--- src/hdl/pirc_pkg.sv ---
package pirc_pkg;

    localparam int INDEX_BITS_DEF      = 8;
    localparam int RANGES_PER_SLOT_DEF = 8;

    typedef enum logic [1:0] {
        ST_CLEAR,
        ST_IDLE,
        ST_EXEC
    } state_t;

    typedef enum logic [2:0] {
        OUT_CONTAINED  = 3'd0,
        OUT_EXTENDED   = 3'd1,
        OUT_APPENDED   = 3'd2,
        OUT_DROPPED    = 3'd3,
        OUT_READ_VALID = 3'd4,
        OUT_READ_EMPTY = 3'd5
    } outcome_t;

    // one stored range, exclusive end
    typedef struct packed {
        logic [31:0] r_end;
        logic [31:0] r_start;
    } range_t;

    typedef struct packed {
        logic clear;
        logic capture;
        logic commit;
        logic ready;
    } cmd_t;

    typedef struct packed {
        logic clear_last;
        logic out_busy;
    } sts_t;

endpackage

--- src/hdl/pirc_ctrl.sv ---
module pirc_ctrl (
    input  logic          clk,
    input  logic          rst_n,
    input  logic          in_valid,
    input  pirc_pkg::sts_t sts,
    output pirc_pkg::cmd_t cmd
);
    import pirc_pkg::*;

    state_t state_reg;
    state_t state_next;

    always_ff @(posedge clk or negedge rst_n)
    begin
        if (!rst_n)
        begin
            state_reg <= ST_CLEAR;
        end
        else
        begin
            state_reg <= state_next;
        end
    end

    always_comb
    begin
        state_next = state_reg;
        unique case (state_reg)
            ST_CLEAR:
            begin
                if (sts.clear_last)
                begin
                    state_next = ST_IDLE;
                end
            end
            ST_IDLE:
            begin
                if (in_valid)
                begin
                    state_next = ST_EXEC;
                end
            end
            ST_EXEC:
            begin
                if (!sts.out_busy)
                begin
                    state_next = ST_IDLE;
                end
            end
            default:
            begin
                state_next = ST_CLEAR;
            end
        endcase
    end

    always_comb
    begin
        cmd = '0;
        unique case (state_reg)
            ST_CLEAR:
            begin
                cmd.clear = 1'b1;
            end
            ST_IDLE:
            begin
                cmd.ready   = 1'b1;
                cmd.capture = in_valid;
            end
            ST_EXEC:
            begin
                cmd.commit = !sts.out_busy;
            end
            default:
            begin
                cmd = '0;
            end
        endcase
    end

endmodule

--- config.mk ---
export PLATFORM = sky130hd
export DESIGN_NAME = pirc_ctrl
export DESIGN_NICKNAME = d
export VERILOG_FILES = /design/src/hdl/pirc_pkg.sv /design/src/hdl/pirc_ctrl.sv
export SDC_FILE = /design/constraint.sdc
export NUM_CORES = 1
export LEC_CHECK = 0
export ABC_AREA = 0
export ABC_CLOCK_PERIOD_IN_PS = 1100
export BUFFER_PORTS_ARGS = -buffer_cell sky130_fd_sc_hd__buf_2
export CAP_MARGIN = 10
export CORE_AREA = 2 2 39 41
export CTS_CLUSTER_SIZE = 30
export DETAILED_ROUTE_END_ITERATION = 16
export DIE_AREA = 0 0 41 43
export PLACE_DENSITY = 0.31
export SYNTH_ARGS = -nofsm -noshare
export SYNTH_HDL_FRONTEND = slang
export SYNTH_SLANG_ARGS = --single-unit
--- constraint.sdc ---
create_clock -name clk -period 1.1 [get_ports clk]
set_clock_uncertainty 0.1 [all_clocks]
set_input_delay 0.22 -clock clk [delete_from_list [all_inputs] [get_ports clk]]
set_output_delay 0.22 -clock clk [all_outputs]
set_load 0.02 [all_outputs]
==> results.sh, run 1 <==
export IMPL_status="finished with violations"
export IMPL_violations="setup timing"
export IMPL_ff2ff_path_depth=3
export IMPL_drcViolationCount=0
export IMPL_power_frac_comb=0.547
export IMPL_ctsRootBufferMaster="clkbuf_4"
export IMPL_cts_reportedPaths_clkPinSlew_ns=0.03
export IMPL_fin_ws_ns=-0.234
export IMPL_fin_crit_sh=1.21
export IMPL_die_h_um=43
export IMPL_synth_area_leader_cell="dfrtp_1"
export IMPL_min_period_ns=1.33
export IMPL_drt_iter0_markers=3
export IMPL_slew_violations=0
export IMPL_num_io_pins=9
export IMPL_hold_viol_final=0
export IMPL_finish_instance_area_um2=241
export IMPL_antenna_found_initial=0
export IMPL_total_power_w=0.000707
export IMPL_synth_top_area_frac=0.412
export IMPL_htreeDepth=1
export IMPL_syn_area_per_cell_um2=9.34
export IMPL_die_area_um2=1760
export IMPL_netlist_instances=13
export IMPL_critPathMaxFanout=6
export IMPL_worstPathRequired_ns=0.78
export IMPL_p_leak_nw=0.119
export IMPL_grt_start_max_net_pins=7
export IMPL_ys_top_cells_by_area="dfrtp_1 41%, a32o_1 8.2%, and3b_2 8.2%"
export IMPL_ys_seq_elements=2
export IMPL_placed_area_um2=179
export IMPL_clk_path_buf_depth=2
export IMPL_numCtsBuffers=3
export IMPL_nets=32
export IMPL_ys_types=11
export IMPL_grt_pass1_wl_um=434
export IMPL_rows=14
export IMPL_slew_headroom=0.901
export IMPL_grt_usage=0.0412
export IMPL_timing_rr_end="state_reg[0]"
export IMPL_hold_path_class="in2reg"
export IMPL_p_per_area_nw_per_um2=2930
export IMPL_p_sw_w=0.000261
export IMPL_r2r_slack_ns=-0.07
export IMPL_setup_viol=5
export IMPL_clock_latency_ns=0.22
export IMPL_initial_core_util=0.0877
export IMPL_syn_cell_area_um2=121
export IMPL_ant_nets=0
export IMPL_maxCapViolCount=0
export IMPL_dr_pass1_iters=2
export IMPL_worst_pin_slew_ns=0.148
export IMPL_drive_gt1_frac=0.600
export IMPL_r2r_start="state_reg[0]"
export IMPL_gr_total_overflow=0
export IMPL_holdPathEnd="state_reg[1]"
export IMPL_antenna_cells=0
export IMPL_tritoncts="yes"
export IMPL_synth_nets=18
export IMPL_cp_arrival_ns=1.01
export IMPL_holdPathStages=3
export IMPL_max_freq_ghz=0.749
export IMPL_peakVddDrop_v=0.000791
export IMPL_internal_power_w=0.000446
export IMPL_via_count=132
export IMPL_place_congestion=0.495
export IMPL_grt_pass1_vias=105
export IMPL_critPathKind="reg2out"
export IMPL_numPortBuffers=8
export IMPL_grt_setup_unrepaired="yes"
export IMPL_wl_um=317
export IMPL_switching_share=0.369
export IMPL_ys_seq_area_frac=0.412
export IMPL_core_um2=1380
export IMPL_endpoint_kind="output pin"
export IMPL_hp_start="sts[0]"
export IMPL_synth_warning_count=0
export IMPL_viasPerCell=3.22
export IMPL_cts_sinks=2
export IMPL_startpoint_type="flip-flop"
export IMPL_die_width_um=41
export IMPL_clkPwrFrac=0.225
export IMPL_seqPwrFrac=0.227
export IMPL_wl_per_cell_um=7.73
export IMPL_synthToLayoutAreaGrowth_pct=99.0
export IMPL_largest_reg_flops=2
layer usage:
layer | part of all wire | vias up | track usage
met5 | 0 | - | 0
li1 | - | 68 | -
met3 | 0.19 | 0 | 0.0471
met1 | 0.51 | 55 | 0.0611
met2 | 0.30 | 9 | 0.0313
met4 | 0 | 0 | 0.0200
layout make-up:
class	instances	area, um2
Inverter	2	7.51
Timing Repair Buffer	10	78.8
Fill cell	155	1140
Tap cell	16	20.0
Clock buffer	3	22.5
Sequential cell	2	51.3
Multi-Input combinational cell	8	61.3
placed cells by master, fill, tap and decap left out:
| cell type | synthesis | routed |
|---|---|---|
| buf_2 | 0 | 4 |
| clkbuf_4 | 0 | 3 |
| buf_6 | 0 | 3 |
| inv_1 | 2 | 2 |
| buf_4 | 1 | 2 |
| nor2_1 | 1 | 1 |
| and2b_1 | 1 | 1 |
| nor3b_2 | 0 | 1 |
| and3b_2 | 1 | 1 |
| nand2_1 | 1 | 1 |
| o21bai_1 | 1 | 1 |
| or2_1 | 1 | 1 |
| a32o_1 | 1 | 1 |
| dlygate4sd3_1 | 0 | 1 |
| dfrtp_2 | 0 | 1 |
| dfrtp_1 | 2 | 1 |
power by group through the flow:
stage          Combinational, W  Clock [W]  Sequential [W]
3_3_place_gp           0.000277          0        0.000153
3_5_place_dp           0.000277          0        0.000158
2_1_floorplan          0.000223          0        0.000146
6_report               0.000387   0.000159        0.000161
5_1_grt                0.000419   0.000177        0.000171
4_1_cts                0.000373   0.000171        0.000156
synth_stat cells (all sizes together):
cell type and instances:
buf 1, inv 2, nor3b 1, and3b 1, o21bai 1, nand2 1, nor2 1, dfrtp 2
and2b 1, a32o 1, or2 1
critical path: stages (launching register included):
cell and delay, ns:
dfrtp_1 0.41, and2b_1 0.26, buf_6 0.13
metrics by stage:
step                hold WS [ns]  setup TNS, ns  instances  setup WS [ns]  utilization
floorplan                 -0.176              0         13         0.0172            -
global placement         -0.0938        -0.0369         36        -0.0196        0.129
detailed placement       -0.0923        -0.0538         36        -0.0259        0.129
CTS                        0.199         -0.866         41         -0.238        0.171
global route               0.214          -1.07         41         -0.279        0.175
finish                     0.204         -0.838         41         -0.234        0.175
cell families after synthesis:
| family | Yosys count | share of synthesized area |
|---|---|---|
| and+or+nand+nor | 6 | 0.320 |
| buffers and inverters | 3 | 0.124 |
| AOI/OAI and AO/OA | 2 | 0.144 |
| DFF | 2 | 0.412 |
how the worst max path moves through the flow:
stage / startpoint / endpoint / slack (ns) / depth (start not counted)
CTS: state_reg[1] / cmd[2] / -0.24 / 2
global placement: state_reg[1] / cmd[2] / -0.02 / 2
floorplan: state_reg[0] / cmd[1] / 0.02 / 1
finish: state_reg[1] / cmd[0] / -0.23 / 2
global route: state_reg[1] / cmd[0] / -0.28 / 2
detailed placement: state_reg[1] / cmd[2] / -0.03 / 2
timing repair:
item / 4_1_cts / 5_1_grt
pin swaps: 3 / 1
resized for setup: 6 / 2
endpoints found under the hold margin: 2 / 0
setup buffers: 1 / 1
hold buffers: 1 / 0
setup endpoints to repair: 5 / 5
cloned: 0 / 0
(Power assumes the default switching activity.)
==> inputs of run 2 (changes only) <==
--- a/config.mk
+++ b/config.mk
@@ -10,6 +10,7 @@
 export BUFFER_PORTS_ARGS = -buffer_cell sky130_fd_sc_hd__buf_2
 export CAP_MARGIN = 10
 export CORE_AREA = 2 2 39 41
+export CTS_BUF_LIST = sky130_fd_sc_hd__clkbuf_8
 export CTS_CLUSTER_SIZE = 30
 export DETAILED_ROUTE_END_ITERATION = 16
 export DIE_AREA = 0 0 41 43
==> results.sh, run 2 (synthesis gave the netlist of run 1 again) <==
export IMPL_grt_start_max_net_pins=7
export IMPL_tritoncts="yes"
export IMPL_wl_um=314
export IMPL_status="finished with violations"
export IMPL_core_um2=1380
export IMPL_critPathMaxFanout=6
export IMPL_placedCellCount=36
export IMPL_synthToLayoutAreaGrowth_pct=111
export IMPL_wl_per_cell_um=7.66
export IMPL_via_count=129
export IMPL_grt_setup_unrepaired="yes"
export IMPL_antenna_cells=0
export IMPL_grt_pass1_vias=105
export IMPL_endpoint_kind="output pin"
export IMPL_min_period_ns=1.31
export IMPL_cp_arrival_ns=0.99
export IMPL_worstPathRequired_ns=0.78
export IMPL_grt_pass1_wl_um=434
export IMPL_violations="setup timing"
export IMPL_slew_headroom=0.902
export IMPL_antenna_found_initial=0
export IMPL_worst_pin_slew_ns=0.147
export IMPL_numCtsBuffers=3
export IMPL_numPortBuffers=8
export IMPL_p_leak_nw=0.126
export IMPL_gr_total_overflow=0
export IMPL_clk_path_buf_depth=2
export IMPL_hold_viol_final=0
export IMPL_cts_reportedPaths_clkPinSlew_ns=0.03
export IMPL_grt_usage=0.0412
export IMPL_peakVddDrop_v=0.000996
export IMPL_setup_viol=5
export IMPL_ant_nets=0
export IMPL_nFillCells=157
export IMPL_die_h_um=43
export IMPL_drt_iter0_markers=3
export IMPL_clock_latency_ns=0.21
export IMPL_num_io_pins=9
export IMPL_dr_pass1_iters=2
export IMPL_place_congestion=0.495
export IMPL_final_common_cell="buf_2"
export IMPL_slew_violations=0
export IMPL_drive_gt1_frac=0.600
export IMPL_drcViolationCount=0
export IMPL_fin_crit_sh=1.19
export IMPL_r2r_slack_ns=-0.06
export IMPL_initial_core_util=0.0877
export IMPL_hold_path_class="in2async"
export IMPL_htreeDepth=1
export IMPL_whs_ns=0.218
export IMPL_nets=32
export IMPL_viasPerCell=3.15
export IMPL_largest_reg_flops=2
export IMPL_rows=14
export IMPL_startpoint_type="flip-flop"
export IMPL_fin_cells=41
export IMPL_p_per_area_nw_per_um2=3160
export IMPL_die_area_um2=1760
export IMPL_maxCapViolCount=0
export IMPL_max_freq_ghz=0.763
export IMPL_cts_sinks=2
export IMPL_fin_ws_ns=-0.211
export IMPL_die_width_um=41
export IMPL_layout_common_cells="4 x buf_2, 3 x clkbuf_8, 3 x buf_4"
export IMPL_ctsRootBufferMaster="clkbuf_8"
export IMPL_critPathKind="reg2out"
## run 2: cell counts in the layout (fill, tap and decap cells not counted)
Identical to the previous run, type by type.
## run 2: path summary, 6_finish.rpt
kind | start | cells after the start | endpoint
max in group asynchronous | rst_n | 2 | state_reg[0]
worst max register to register | state_reg[0] | 3 | state_reg[0]
worst max-delay path | state_reg[1] | 2 | cmd[2]
min in group clk | sts[0] | 3 | state_reg[1]
worst min register to register | state_reg[0] | 1 | state_reg[1]
worst min-delay path | rst_n | 2 | state_reg[0]
## run 2: routing by layer
metal,share of wire,vias up,global-route usage,wire length (um)
met5,0,-,0,0
met4,0,0,0.0200,0
met3,0.18,0,0.0471,58
met2,0.31,9,0.0313,97
met1,0.50,53,0.0611,158
li1,-,67,-,-
## run 2: final cells by class
cell class	count	area [um2]	area share
Tap cell	16	20.0	0.0780
Multi-Input combinational cell	8	61.3	0.239
Inverter	2	7.51	0.0293
Clock buffer	3	41.3	0.161
Sequential cell	2	51.3	0.200
Timing Repair Buffer	10	75.1	0.293
## run 2: worst max-delay path: stages, from the launching register on
cell and delay (ns):
dfrtp_1 0.40, and3b_2 0.27, buf_6 0.12
## run 2: through the flow
step,total power (W),setup WS [ns],area (um2),util,TNS (ns)
5_1_grt,0.000873,-0.259,256,0.185,-0.972
3_5_place_dp,0.000435,-0.0259,179,0.129,-0.0538
6_report,0.000811,-0.211,256,0.185,-0.748
2_1_floorplan,0.000369,0.0172,126,-,0
4_1_cts,0.000822,-0.218,255,0.184,-0.786
3_3_place_gp,0.000429,-0.0196,179,0.129,-0.0369
## run 2: power by group
part	switching, W	internal [W]
clock	0.0000498	0.000231
combinational	0.000169	0.000201
sequential	0.0000470	0.000113
total	0.000266	0.000545
## run 2: timing repair
| item | 4_1_cts | 5_1_grt |
|---|---|---|
| pin swaps | 3 | 0 |
| endpoints found under the setup margin | 5 | 5 |
| gates resized for setup | 6 | 1 |
| hold buffers | 1 | 0 |
| buffers inserted | 1 | 0 |
| hold endpoints to repair | 2 | 0 |
